## src/hdl/smdme_pkg.sv

```systemverilog
// smdme_pkg: shared types and codes for the signed arithmetic unit
// no dependencies
`default_nettype none
package smdme_pkg;
  typedef enum logic [2:0] {
    MODE_ADD = 3'd0, MODE_SUB = 3'd1, MODE_MUL = 3'd2,
    MODE_DIV = 3'd3, MODE_POW = 3'd4, MODE_MPOW = 3'd5
  } mode_e;

  typedef enum logic [1:0] {
    ST_OK = 2'd0, ST_OVF = 2'd1, ST_ZERO = 2'd2, ST_NEGEXP = 2'd3
  } status_e;

  typedef enum logic [3:0] {
    S_IDLE, S_ADD, S_DIV, S_MUL, S_PMUL, S_PSQR, S_MRED, S_MMUL, S_MSQR,
    S_DONE
  } state_e;
endpackage
`default_nettype wire

```

## src/hdl/smdme_serial.sv

```systemverilog
// smdme_serial: bit-serial shift-add (mod n) multiplier / shift-subtract divider
// depends on no other file; one bit of x per cycle
`default_nettype none
module smdme_serial #(
  parameter int N = 64
) (
  input  wire logic         clk_i,
  input  wire logic         rst_ni,
  input  wire logic         go_i,
  input  wire logic         div_i,   // 1: divide x by y, 0: x*y (mod n when mod_i)
  input  wire logic         mod_i,
  input  wire logic [N-1:0] x_i,
  input  wire logic [N-1:0] y_i,
  input  wire logic [N-1:0] n_i,
  output logic              done_o,
  output logic [N-1:0]      hi_o,    // product high or remainder or mulmod
  output logic [N-1:0]      lo_o     // product low or quotient
);
  localparam int CW = $clog2(N + 1);
  logic [N-1:0] x_q, x_d, y_q, y_d, n_q, n_d, hi_q, hi_d, lo_q, lo_d;
  logic [CW-1:0] cnt_q, cnt_d;
  logic run_q, run_d, div_q, div_d, mod_q, mod_d, done_q, done_d;
  logic [N:0] sh, s1, t;

  always_comb begin
    x_d = x_q; y_d = y_q; n_d = n_q; hi_d = hi_q; lo_d = lo_q;
    cnt_d = cnt_q; run_d = run_q; div_d = div_q; mod_d = mod_q; done_d = 1'b0;
    sh = '0; s1 = '0; t = '0;
    if (go_i) begin
      x_d = x_i; y_d = y_i; n_d = n_i; hi_d = '0; lo_d = '0;
      cnt_d = CW'(N); run_d = 1'b1; div_d = div_i; mod_d = mod_i;
    end else if (run_q) begin
      if (div_q) begin
        // restoring division, quotient bits into lo
        sh = {hi_q, x_q[N-1]};
        t = sh - {1'b0, y_q};
        x_d = {x_q[N-2:0], 1'b0};
        if (!t[N]) begin
          hi_d = t[N-1:0]; lo_d = {lo_q[N-2:0], 1'b1};
        end else begin
          hi_d = sh[N-1:0]; lo_d = {lo_q[N-2:0], 1'b0};
        end
      end else if (mod_q) begin
        // interleaved modular multiply, msb first
        sh = {hi_q, 1'b0};
        if (sh >= {1'b0, n_q}) sh = sh - {1'b0, n_q};
        s1 = sh + (x_q[N-1] ? {1'b0, y_q} : '0);
        if (s1 >= {1'b0, n_q}) s1 = s1 - {1'b0, n_q};
        hi_d = s1[N-1:0];
        x_d = {x_q[N-2:0], 1'b0};
      end else begin
        // lsb-first shift-add, 2N-bit product in hi:lo
        s1 = {1'b0, hi_q} + (x_q[0] ? {1'b0, y_q} : '0);
        hi_d = s1[N:1];
        lo_d = {s1[0], lo_q[N-1:1]};
        x_d = {1'b0, x_q[N-1:1]};
      end
      cnt_d = cnt_q - 1'b1;
      if (cnt_q == CW'(1)) begin
        run_d = 1'b0; done_d = 1'b1;
      end
    end
  end

  always_ff @(posedge clk_i or negedge rst_ni) begin
    if (!rst_ni) begin
      run_q <= 1'b0; done_q <= 1'b0; cnt_q <= '0; div_q <= 1'b0; mod_q <= 1'b0;
    end else begin
      run_q <= run_d; done_q <= done_d; cnt_q <= cnt_d; div_q <= div_d;
      mod_q <= mod_d;
    end
  end
  always_ff @(posedge clk_i) begin
    x_q <= x_d; y_q <= y_d; n_q <= n_d; hi_q <= hi_d; lo_q <= lo_d;
  end

  assign done_o = done_q;
  assign hi_o = hi_q;
  assign lo_o = lo_q;

  a_done_after_run: assert property (@(posedge clk_i) disable iff (!rst_ni)
    done_q |-> !run_q) else $error("serial done while running");
  a_cnt_zero_idle: assert property (@(posedge clk_i) disable iff (!rst_ni)
    (run_q && !go_i) |-> cnt_q != '0) else $error("serial count underflow");
  a_go_starts: assert property (@(posedge clk_i) disable iff (!rst_ni)
    go_i |=> run_q) else $error("serial did not start");
endmodule
`default_nettype wire

```

## src/hdl/signed_muldiv_modexp_unit.sv

```systemverilog
// signed_muldiv_modexp_unit: top level, sequencer around one serial mul/div unit
// depends on smdme_pkg and smdme_serial
//
// channel   direction  handshake           payload
// request   in         start & !busy       mode_i operand_a_i operand_b_i modulus_i
// result    out        done_o (one cycle)  result_value_o remainder_value_o status_o
//
// add/sub finish in the sequencer; mul and divide run the serial unit once; power
// multiplies per set exponent bit and squares while bits remain; modular power
// reduces, then mulmods per set bit and squares per bit; EW = min(WIDTH, 64)
// reset clears the sequencer and strobe; busy is high from accept until done
// the receiver cannot stall: done_o marks the result for exactly one cycle
`default_nettype none
module signed_muldiv_modexp_unit #(
  parameter int WIDTH = 64
) (
  input  wire logic        clk_i,
  input  wire logic        rst_ni,
  input  wire logic        start,
  output logic             busy,
  input  wire logic [2:0]  mode_i,
  input  wire logic signed [63:0] operand_a_i,
  input  wire logic signed [63:0] operand_b_i,
  input  wire logic signed [63:0] modulus_i,
  output logic             done_o,
  output logic signed [63:0] result_value_o,
  output logic signed [63:0] remainder_value_o,
  output logic [1:0]       status_o
);
  localparam int EW = (WIDTH < 64) ? WIDTH : 64;

  smdme_pkg::state_e st_q, st_d;
  logic [EW-1:0] a_q, a_d, b_q, b_d, c_q, c_d, t_q, t_d, base_q, base_d;
  logic [EW-1:0] res_q, res_d, rem_q, rem_d, n_q, n_d;
  logic i_q, i_d;
  logic ovf_q, ovf_d, aneg_q, aneg_d, neg_q, neg_d;
  logic [2:0] mode_q, mode_d;
  logic [1:0] stat_q, stat_d;
  logic done_q, done_d;

  // serial unit controls
  logic go, sdiv, smod, sdone;
  logic [EW-1:0] sx, sy, sn, shi, slo;

  smdme_serial #(.N(EW)) u_serial (
    .clk_i, .rst_ni, .go_i(go), .div_i(sdiv), .mod_i(smod),
    .x_i(sx), .y_i(sy), .n_i(sn), .done_o(sdone), .hi_o(shi), .lo_o(slo)
  );

  function automatic logic [EW-1:0] magf(input logic [EW-1:0] v);
    magf = v[EW-1] ? EW'(-v) : v;
  endfunction

  // add/sub
  logic [EW-1:0] sum;
  logic sum_ovf;
  always_comb begin
    if (mode_q == smdme_pkg::MODE_SUB) begin
      sum = a_q - b_q;
      sum_ovf = (a_q[EW-1] ^ b_q[EW-1]) & (a_q[EW-1] ^ sum[EW-1]);
    end else begin
      sum = a_q + b_q;
      sum_ovf = (a_q[EW-1] ^ sum[EW-1]) & (b_q[EW-1] ^ sum[EW-1]);
    end
  end

  // signed result of a magnitude product in shi:slo
  logic [EW-1:0] prod;
  logic prod_ovf;
  logic [EW-1:0] lim;
  always_comb begin
    lim = {1'b0, {(EW-1){1'b1}}} + EW'(neg_q);
    prod = neg_q ? EW'(-slo) : slo;
    prod_ovf = (shi != '0) || (slo > lim);
  end

  // more exponent bits remain above the lsb
  logic bmore;
  assign bmore = (b_q >> 1) != '0;

  always_comb begin
    st_d = st_q; a_d = a_q; b_d = b_q; c_d = c_q; t_d = t_q; base_d = base_q;
    res_d = res_q; rem_d = rem_q; n_d = n_q; i_d = i_q; ovf_d = ovf_q;
    aneg_d = aneg_q; neg_d = neg_q; mode_d = mode_q; stat_d = stat_q;
    done_d = 1'b0;
    go = 1'b0; sdiv = 1'b0; smod = 1'b0; sx = '0; sy = '0; sn = n_q;
    case (st_q)
      smdme_pkg::S_IDLE: begin
        if (start && !busy) begin
          a_d = operand_a_i[EW-1:0]; b_d = operand_b_i[EW-1:0];
          c_d = modulus_i[EW-1:0]; mode_d = mode_i;
          res_d = '0; rem_d = '0; ovf_d = 1'b0; stat_d = smdme_pkg::ST_OK;
          st_d = smdme_pkg::S_ADD;
        end
      end
      smdme_pkg::S_ADD: begin
        // dispatch
        aneg_d = a_q[EW-1];
        case (mode_q)
          smdme_pkg::MODE_ADD, smdme_pkg::MODE_SUB: begin
            res_d = sum; ovf_d = sum_ovf; st_d = smdme_pkg::S_DONE;
          end
          smdme_pkg::MODE_MUL: begin
            go = 1'b1; sx = magf(a_q); sy = magf(b_q);
            neg_d = a_q[EW-1] ^ b_q[EW-1]; st_d = smdme_pkg::S_MUL;
          end
          smdme_pkg::MODE_DIV: begin
            if (b_q == '0) begin
              stat_d = smdme_pkg::ST_ZERO; st_d = smdme_pkg::S_DONE;
            end else begin
              go = 1'b1; sdiv = 1'b1; sx = magf(a_q); sy = magf(b_q);
              neg_d = a_q[EW-1] ^ b_q[EW-1]; st_d = smdme_pkg::S_DIV;
            end
          end
          smdme_pkg::MODE_POW: begin
            if (b_q[EW-1]) begin
              stat_d = smdme_pkg::ST_NEGEXP; st_d = smdme_pkg::S_DONE;
            end else begin
              t_d = EW'(1); base_d = a_q; st_d = smdme_pkg::S_PMUL;
            end
          end
          smdme_pkg::MODE_MPOW: begin
            if (c_q == '0) begin
              stat_d = smdme_pkg::ST_ZERO; st_d = smdme_pkg::S_DONE;
            end else if (b_q[EW-1]) begin
              stat_d = smdme_pkg::ST_NEGEXP; st_d = smdme_pkg::S_DONE;
            end else begin
              // base = |a| mod n via divider
              n_d = magf(c_q);
              go = 1'b1; sdiv = 1'b1; sx = magf(a_q); sy = magf(c_q);
              st_d = smdme_pkg::S_MRED;
            end
          end
          default: st_d = smdme_pkg::S_DONE;
        endcase
      end
      smdme_pkg::S_MUL: begin
        if (sdone) begin
          res_d = prod; ovf_d = prod_ovf; st_d = smdme_pkg::S_DONE;
        end
      end
      smdme_pkg::S_DIV: begin
        if (sdone) begin
          res_d = neg_q ? EW'(-slo) : slo;
          rem_d = aneg_q ? EW'(-shi) : shi;
          ovf_d = !neg_q && slo[EW-1];
          st_d = smdme_pkg::S_DONE;
        end
      end
      // power: t *= base when bit set, then square while bits remain
      smdme_pkg::S_PMUL: begin
        if (b_q == '0) begin
          res_d = t_q; st_d = smdme_pkg::S_DONE;
        end else if (!i_q) begin
          if (b_q[0]) begin
            go = 1'b1; sx = magf(t_q); sy = magf(base_q);
            neg_d = t_q[EW-1] ^ base_q[EW-1]; i_d = 1'b1;
          end else begin
            st_d = smdme_pkg::S_PSQR; i_d = 1'b0;
          end
        end else if (sdone) begin
          t_d = prod; ovf_d = ovf_q | prod_ovf;
          st_d = smdme_pkg::S_PSQR; i_d = 1'b0;
        end
      end
      smdme_pkg::S_PSQR: begin
        if (!bmore) begin
          res_d = t_q; st_d = smdme_pkg::S_DONE;
        end else if (!i_q) begin
          go = 1'b1; sx = magf(base_q); sy = magf(base_q);
          neg_d = 1'b0; i_d = 1'b1;
        end else if (sdone) begin
          base_d = prod; ovf_d = ovf_q | prod_ovf;
          b_d = b_q >> 1; i_d = 1'b0; st_d = smdme_pkg::S_PMUL;
        end
      end
      smdme_pkg::S_MRED: begin
        if (sdone) begin
          base_d = shi;
          // 1 mod n
          t_d = (n_q == EW'(1)) ? '0 : EW'(1);
          i_d = 1'b0; st_d = smdme_pkg::S_MMUL;
        end
      end
      smdme_pkg::S_MMUL: begin
        if (b_q == '0) begin
          res_d = (aneg_q && c_q[0] && t_q != '0) ? EW'(-t_q) : t_q;
          st_d = smdme_pkg::S_DONE;
        end else if (!i_q) begin
          if (b_q[0]) begin
            go = 1'b1; smod = 1'b1; sx = t_q; sy = base_q; i_d = 1'b1;
          end else begin
            st_d = smdme_pkg::S_MSQR;
          end
        end else if (sdone) begin
          t_d = shi; i_d = 1'b0; st_d = smdme_pkg::S_MSQR;
        end
      end
      smdme_pkg::S_MSQR: begin
        if (!i_q) begin
          go = 1'b1; smod = 1'b1; sx = base_q; sy = base_q; i_d = 1'b1;
        end else if (sdone) begin
          base_d = shi; b_d = b_q >> 1; i_d = 1'b0; st_d = smdme_pkg::S_MMUL;
        end
      end
      smdme_pkg::S_DONE: begin
        done_d = 1'b1;
        if (stat_q == smdme_pkg::ST_OK && ovf_q) stat_d = smdme_pkg::ST_OVF;
        st_d = smdme_pkg::S_IDLE;
      end
      default: st_d = smdme_pkg::S_IDLE;
    endcase
    // c_q keeps the original exponent lsb for the sign fix in modular power
    if (st_q == smdme_pkg::S_ADD && mode_q == smdme_pkg::MODE_MPOW) c_d = EW'(b_q[0]);
  end

  always_ff @(posedge clk_i or negedge rst_ni) begin
    if (!rst_ni) begin
      st_q <= smdme_pkg::S_IDLE; done_q <= 1'b0; i_q <= 1'b0;
    end else begin
      st_q <= st_d; done_q <= done_d; i_q <= i_d;
    end
  end
  always_ff @(posedge clk_i) begin
    a_q <= a_d; b_q <= b_d; c_q <= c_d; t_q <= t_d; base_q <= base_d;
    res_q <= res_d; rem_q <= rem_d; n_q <= n_d; ovf_q <= ovf_d;
    aneg_q <= aneg_d; neg_q <= neg_d; mode_q <= mode_d; stat_q <= stat_d;
  end

  assign busy = (st_q != smdme_pkg::S_IDLE) || done_q;
  assign done_o = done_q;
  assign result_value_o = 64'(signed'(res_q));
  assign remainder_value_o = 64'(signed'(rem_q));
  assign status_o = stat_q;

  a_done_one: assert property (@(posedge clk_i) disable iff (!rst_ni)
    done_q |=> !done_q) else $error("done held two cycles");
  a_busy_done: assert property (@(posedge clk_i) disable iff (!rst_ni)
    done_q |-> busy) else $error("result while not busy");
  a_ok_zero_rem: assert property (@(posedge clk_i) disable iff (!rst_ni)
    (done_q && mode_q != smdme_pkg::MODE_DIV) |-> rem_q == '0)
    else $error("remainder outside divide");
endmodule
`default_nettype wire
```

## config.mk

```make
export PLATFORM = sky130hd
export DESIGN_NAME = signed_muldiv_modexp_unit
export DESIGN_NICKNAME = d
export VERILOG_FILES = /design/src/hdl/smdme_pkg.sv /design/src/hdl/smdme_serial.sv /design/src/hdl/signed_muldiv_modexp_unit.sv
export SDC_FILE = /design/constraint.sdc
export NUM_CORES = 2
export LEC_CHECK = 0
export BUFFER_PORTS_ARGS = -buffer_cell sky130_fd_sc_hd__buf_2
export CELL_PAD_IN_SITES_DETAIL_PLACEMENT = 1
export CELL_PAD_IN_SITES_GLOBAL_PLACEMENT = 1
export CORE_MARGIN = 2
export CORE_UTILIZATION = 45
export DETAILED_ROUTE_END_ITERATION = 8
export PLACE_DENSITY = 0.86
export SETUP_SLACK_MARGIN = 0.5
export SKIP_CTS_REPAIR_TIMING = 1
export SYNTH_ARGS = -nofsm -noshare
export SYNTH_HDL_FRONTEND = slang
export SYNTH_HIERARCHICAL = 1
export SYNTH_SLANG_ARGS = --single-unit
```

## constraint.sdc

```tcl
create_clock -name clk_i -period 16.5 [get_ports clk_i]
set_input_delay 1.65 -clock clk_i [delete_from_list [all_inputs] [get_ports clk_i]]
set_output_delay 1.65 -clock clk_i [all_outputs]
set_load 0.02 [all_outputs]
```

## After elaboration in Yosys (flattened, before gate mapping)

Cells that the tools add are included.

| storage, ports and cells | value |
|---|---|
| bits in registers | 857 |
| output and inout port bits | 132 |

| operators by class | value |
|---|---|
| bitwise operators | 10 |
| order comparisons | 3 |
| equality and inequality tests | 53 |
| add/sub/neg operators | 16 |
| muxes and demuxes | 160 |
| reductions and logical operators | 48 |

Operator list:

| operator | number |
|---|---|
| 64-bit two-way mux | 66 |
| 64-bit case mux with 5 select lines | 2 |
| 64-bit case mux with 3 select lines | 3 |
| 64-bit case mux with 4 select lines | 2 |
| 64-bit negation | 7 |
| 64-bit case mux with 6 select lines | 1 |
| 65-bit two-way mux | 5 |
| 64-bit nonzero test | 3 |
| 65-bit by 64-bit >= comparator with 1-bit output | 2 |
| 65-bit by 64-bit subtractor with 65-bit output | 2 |
| 64-bit logical NOT | 2 |
| 64-bit case mux with 2 select lines | 1 |
| 64-bit subtractor | 2 |
| 4-bit two-way mux | 19 |
| 64-bit by 65-bit adder with 65-bit output | 1 |
| 65-bit by 64-bit adder with 65-bit output | 1 |
| 63-bit by 1-bit adder with 64-bit output, first input constant | 1 |
| 64-bit adder | 1 |
| 64-bit by 1-bit equality test with 1-bit output, second input constant | 1 |
| 64-bit greater-than comparator | 1 |
| 1-bit two-way mux | 42 |
| 2-bit inequality test, second input constant | 17 |
| 4-bit case mux with 8 select lines | 1 |
| 7-bit AND reduction | 3 |
| other kinds (46) | 104 |

## Longest topological paths before layout

| logic depth | value |
|---|---|
| word-level depth | 11 |
| mapped depth | 45 |

## Modules after synthesis

The synthesis kept the hierarchy.

By module, submodules not included:

| module | cells an instance | area an instance (um^2) | instances |
|---|---|---|---|
| signed_muldiv_modexp_unit | 5184 | 43550.5 | 1 |
| smdme_serial | 4498 | 35212.5 | 1 |

## Least setup slack after synthesis

Ideal clock, no wire load.

| path | value |
|---|---|
| kind | register -> register |
| start point | register b_q[40] |
| end point | register res_q[0], in the netlist result_value_o[0], enable pin |
| buffers on the path | 0 |
| library setup time | 826 ps |
| stages on the path, launching flop included | 8 |
| path slack | 3018 ps |
| data required time | 15674 ps |
| period minus slack after synthesis | 13482 ps |
| arrival | 12655 ps |
| cell sequence | edfxtp_1 -> or4_1 -> or3_1 -> nand4b_4 -> or4_4 -> or4_4 -> and2_4 -> a2111oi_0 |

| between the ends | value |
|---|---|
| cells in the longest elaborated chain, start to end | 3 |
| elaborated cells on any way between the ends | 6 |

RTL lines:

| element | line | RTL |
|---|---|---|
| start: declaration | signed_muldiv_modexp_unit.sv:33 | `logic [EW-1:0] a_q, a_d, b_q, b_d, c_q, c_d, t_q, t_d, base_q, base_d;` |
| start signal: assignment | signed_muldiv_modexp_unit.sv:225 | `a_q <= a_d; b_q <= b_d; c_q <= c_d; t_q <= t_d; base_q <= base_d;` |
| 64-bit logical NOT or 64-bit nonzero test (tied branches) | signed_muldiv_modexp_unit.sv:152, signed_muldiv_modexp_unit.sv:186, signed_muldiv_modexp_unit.sv:79 |  |
| 2-bit inequality test (no source line) | n/a |  |
| 7-bit AND reduction (no source line) * | n/a |  |
| end signal: assignment | signed_muldiv_modexp_unit.sv:226 | `res_q <= res_d; rem_q <= rem_d; n_q <= n_d; ovf_q <= ovf_d;` |
| end: declaration | signed_muldiv_modexp_unit.sv:34 | `logic [EW-1:0] res_q, res_d, rem_q, rem_d, n_q, n_d;` |

Every way passes the cells marked *; elsewhere a longest branch is shown, timed or not.
A chain may end at the register's enable or synchronous reset.

## Final worst setup path

| path | value |
|---|---|
| start point | register u_serial.hi_q[51], in the netlist u_serial/hi_o[51] |
| end point | register u_serial.hi_q[51], in the netlist u_serial/hi_o[51] |

| between the ends | value |
|---|---|
| cells in the longest elaborated chain, start to end | 11 |
| elaborated cells on any way between the ends | 16 |

RTL lines:

| element | line | RTL |
|---|---|---|
| start: declaration | smdme_serial.sv:20 | `logic [N-1:0] x_q, x_d, y_q, y_d, n_q, n_d, hi_q, hi_d, lo_q, lo_d;` |
| start signal: assignment | smdme_serial.sv:74 | `x_q <= x_d; y_q <= y_d; n_q <= n_d; hi_q <= hi_d; lo_q <= lo_d;` |
| 65-bit by 64-bit subtractor with 65-bit output or 65-bit by 64-bit >= comparator with 1-bit output (tied branches) | smdme_serial.sv:46 | `if (sh >= {1'b0, n_q}) sh = sh - {1'b0, n_q};` |
| 65-bit two-way mux | smdme_serial.sv:46 |  |
| 65-bit two-way mux | smdme_serial.sv:43 | `end else if (mod_q) begin` |
| 65-bit two-way mux | smdme_serial.sv:33 | `if (div_q) begin` |
| 65-bit two-way mux | smdme_serial.sv:32 | `end else if (run_q) begin` |
| 65-bit two-way mux | smdme_serial.sv:29 | `if (go_i) begin` |
| 65-bit by 64-bit adder with 65-bit output | smdme_serial.sv:47 | `s1 = sh + (x_q[N-1] ? {1'b0, y_q} : '0);` |
| 65-bit by 64-bit >= comparator with 1-bit output or 64-bit subtractor (tied branches) | smdme_serial.sv:48 | `if (s1 >= {1'b0, n_q}) s1 = s1 - {1'b0, n_q};` |
| 64-bit two-way mux | smdme_serial.sv:48 |  |
| 64-bit two-way mux | smdme_serial.sv:43 |  |
| 64-bit two-way mux * | smdme_serial.sv:33 |  |

Every way passes the cells marked *; elsewhere a longest branch is shown, timed or not. The select of a mux whose other input is x is not followed.

==> metrics.md <==
| Metric | Value |
|---|---|
| DRC errors left | 0 |
| TritonCTS buffer count | 104 |
| Final HPWL DP | 318 mm |
| Post-synthesis instance total | 9682 |
| Number of global-route vias before repair | 81.3k |
| Ys async rst share | 1.98% |
| Crit-path most repeated cell | nand2_1 |
| Commonest cells after routing, fill and taps aside | nand2_1 (984), o21ai_0 (981), a21oi_1 (775), nor2_1 (734), edfxtp_1 (649) |
| Final core occ | 49.5% |
| Commonest non-fill, non-tap cell in the layout | nand2_1 |
| Fillers | 21.0k |
| Largest fanout on the critical path | 40 |
| Clock sink total | 857 |
| Avg Synthesized Cell Area | 8.13 sq um |
| Crit path kind | register to register |
| Post-Route WL | 400 mm |
| Setup TNS Final | 0 ns |
| Longest Clk Path Bufs | 3 |
| Relative slew slack | 4.02% |
| DRT iter0 DRCs | 10.7k |
| Status | finished, final reports clean |
| Clock Latency Late Sink | 0.78 ns |
| Rows | 153 |
| Mapped Area | 78800 sq um |
| Largest stage delay on the critical path | 1.08 ns |
| Unrepaired setup endpoints after global routing | no |
| Netlist cell types | 109 |
| Final setup fails | 0 |
| Largest net degree at the start of global routing | 174 |
| Fmax | 75.3 MHz |
| Main synth FF type | edfxtp_1 |
| Starting density of the core | 45.3% |
| Crit path max-delay family | simple AND/OR/NAND/NOR gates |
| Worst Path Required | 17.17 ns |
| Worst-path clk slew | 0.06 ns |
| CP bufs+invs | 1 |
| Hold Crit Class | register to register |
| Type of origin of the critical path | register |
| Drt wl/cell | 33.1 um |
| Data arrival, critical path | 13.94 ns |
| Crit path time final | 13.28 ns |
| Global route overflow | 0 |
| Via density | 6.88 |
| Hold violation count in the final report | 0 |
| Die area | 178000 sq um |
| Via count | 83.1k |
| Pwr dens | 56.9 nW/um^2 |
| Leakage | 34.2 nW |
| Die Height | 422 um |
| Core Box Area | 174000 sq um |
| Slew Limit Fails | 0 |
| CTS HTree Levels | 3 |
| First drt pass iteration count | 7 |
| Seq/Total Area, Yosys | 30.1% |
| Max VDD drop | 113 uV |
| Area added between synthesis and finish | 9.29% |
| NumNets Final | 10.4k |
| Die W | 422 um |
| Buffers on Ports | 329 |
| CTS tree | built |
| Clock Skews | 0.0454 ns |
| GRT Total Usage | 42.9% |
| Worst setup EP type | register |
| Post-synth EDFFs | 649 |
| Boundary pin count | 330 |
| Gp weighted congestion | 1.02 |
| Clock Tree Root | clkbuf_16 |
| Measured slew at the worst slew-check pin | 1.43 ns |
| Share of post-route cells with drive strength above 1 | 8.95% |
| MaxCap Viol Count | 0 |
| Syn_nets | 10.4k |
| Synth Register Bits | 857 |
| Crit-path slowest cell | a211oi_1 |
| Post-route ant nets | 0 |
| First-pass GRT wire length | 569 mm |
| Hold Slack | 0.461 ns |
| Fin crit share | 80.5% |
| Number of antenna violations at the first check in global routing | 15 |
| Synth warn | 6 |
==> registers in the layout, indices dropped and copies added, names as in the netlist, 2 cells and up <==
name and count:
b_q 64, base_q 64, t_q 64, remainder_value_o 64
status_o 2, u_serial/x_q 64, u_serial/y_q 64, u_serial/lo_o 64
mode_q 3, c_q 64, n_q 64, st_q 4
u_serial/cnt_q 7, result_value_o 64, a_q 64, u_serial/n_q 64
u_serial/hi_o 64
==> tightest hold or removal path: stages, from the launching register on <==
cell and delay [ns]:
dfxtp_1 0.31, nand2_1 0.05, a21oi_1 0.05
==> metrics by stage <==
step           power [W]  instance area, sq um  setup WS [ns]  instances
2_1_floorplan    0.00235                 78800           3.02       9682
3_3_place_gp     0.00237                 82300           2.99      11877
4_1_cts          0.00491                 86000           3.40      12072
5_1_grt          0.00497                 86100           3.03      12078
6_report         0.00490                 86100           3.22      12085
3_5_place_dp     0.00237                 82300           3.43      11877
==> logic make-up after synthesis <==
| family | synth area share, % |
|---|---|
| adder cells (fa/ha/maj) | 8.45 |
| flip-flops | 30.1 |
| buffers and inverters | 4.82 |
| XOR/XNOR | 7.65 |
| multiplexers | 3.58 |
| AO/OA/AOI/OAI | 27.2 |
| AND/OR/NAND/NOR | 18.2 |
==> layout make-up <==
class | count | area, sq um | share of cell area, %
antenna | 13 | 32.5 | 0.0378
tap | 2325 | 2910 | 3.38
inverter | 401 | 1510 | 1.75
clock inverter | 65 | 841 | 0.977
clock buffer | 130 | 2880 | 3.34
timing repair buffer | 461 | 2650 | 3.08
sequential | 857 | 23700 | 27.6
multi-input combinational | 7833 | 51500 | 59.9
==> report_power, final <==
group          switching [W]  leakage [nW]  internal, W  total [W]
combinational      0.0000125          25.5    0.0000220  0.0000346
clock                0.00106          1.82      0.00151    0.00257
sequential                 0          6.95      0.00229    0.00229
==> cell usage after synthesis (44+ instances only) <==
library cell  instances  area [sq um]
and3_1               44           275
a31oi_1              78           488
o211ai_1             55           413
o41ai_1              53           464
ha_1                521          6520
o31ai_1             152          1140
a22oi_1             137          1030
edfxtp_1            649         19500
or3_1               106           663
dfxtp_1             191          3820
nand2_1             992          3720
nand3_1             165           826
xnor2_1             393          3440
xor2_1              295          2580
a211oi_1            151          1130
o21bai_1            123           923
or4_1                65           488
a21o_1              226          1700
nand4_1             138           863
inv_1               395          1480
nor2b_1             100           626
o21ai_0             983          4920
nor2_1              746          2800
a21oi_1             779          3900
a21boi_0             49           368
and2_1              100           626
nor3_1              217          1090
nor4_1              106           663
nand2b_1             77           482
a221oi_1             83           727
a22o_1               45           394
mux2i_1             176          1760
mux2_2               93          1050
o21a_1               63           473
clkbuf_1            508          1910
==> path summary, 6_finish.rpt <==
kind                            cells after the start  slack [ns]                end         startpoint
max in group asynchronous                           1       15.02     u_serial/div_q             rst_ni
worst max register to register                     30        3.22  u_serial/hi_o[51]  u_serial/hi_o[51]
worst max-delay path                               30        3.22  u_serial/hi_o[51]  u_serial/hi_o[51]
worst min-delay path                                2        0.46             c_q[1]             c_q[1]
min in group asynchronous                           1        0.93     u_serial/mod_q             rst_ni
worst min register to register                      2        0.46             c_q[1]             c_q[1]
==> layer usage <==
layer  GRT usage [%]  share of wire [%]
met1            57.3                 41
met2            65.0                 43
met4            24.5                6.5
met3            7.79                9.8
met5               0              0.018
(Power assumes the default switching activity.)
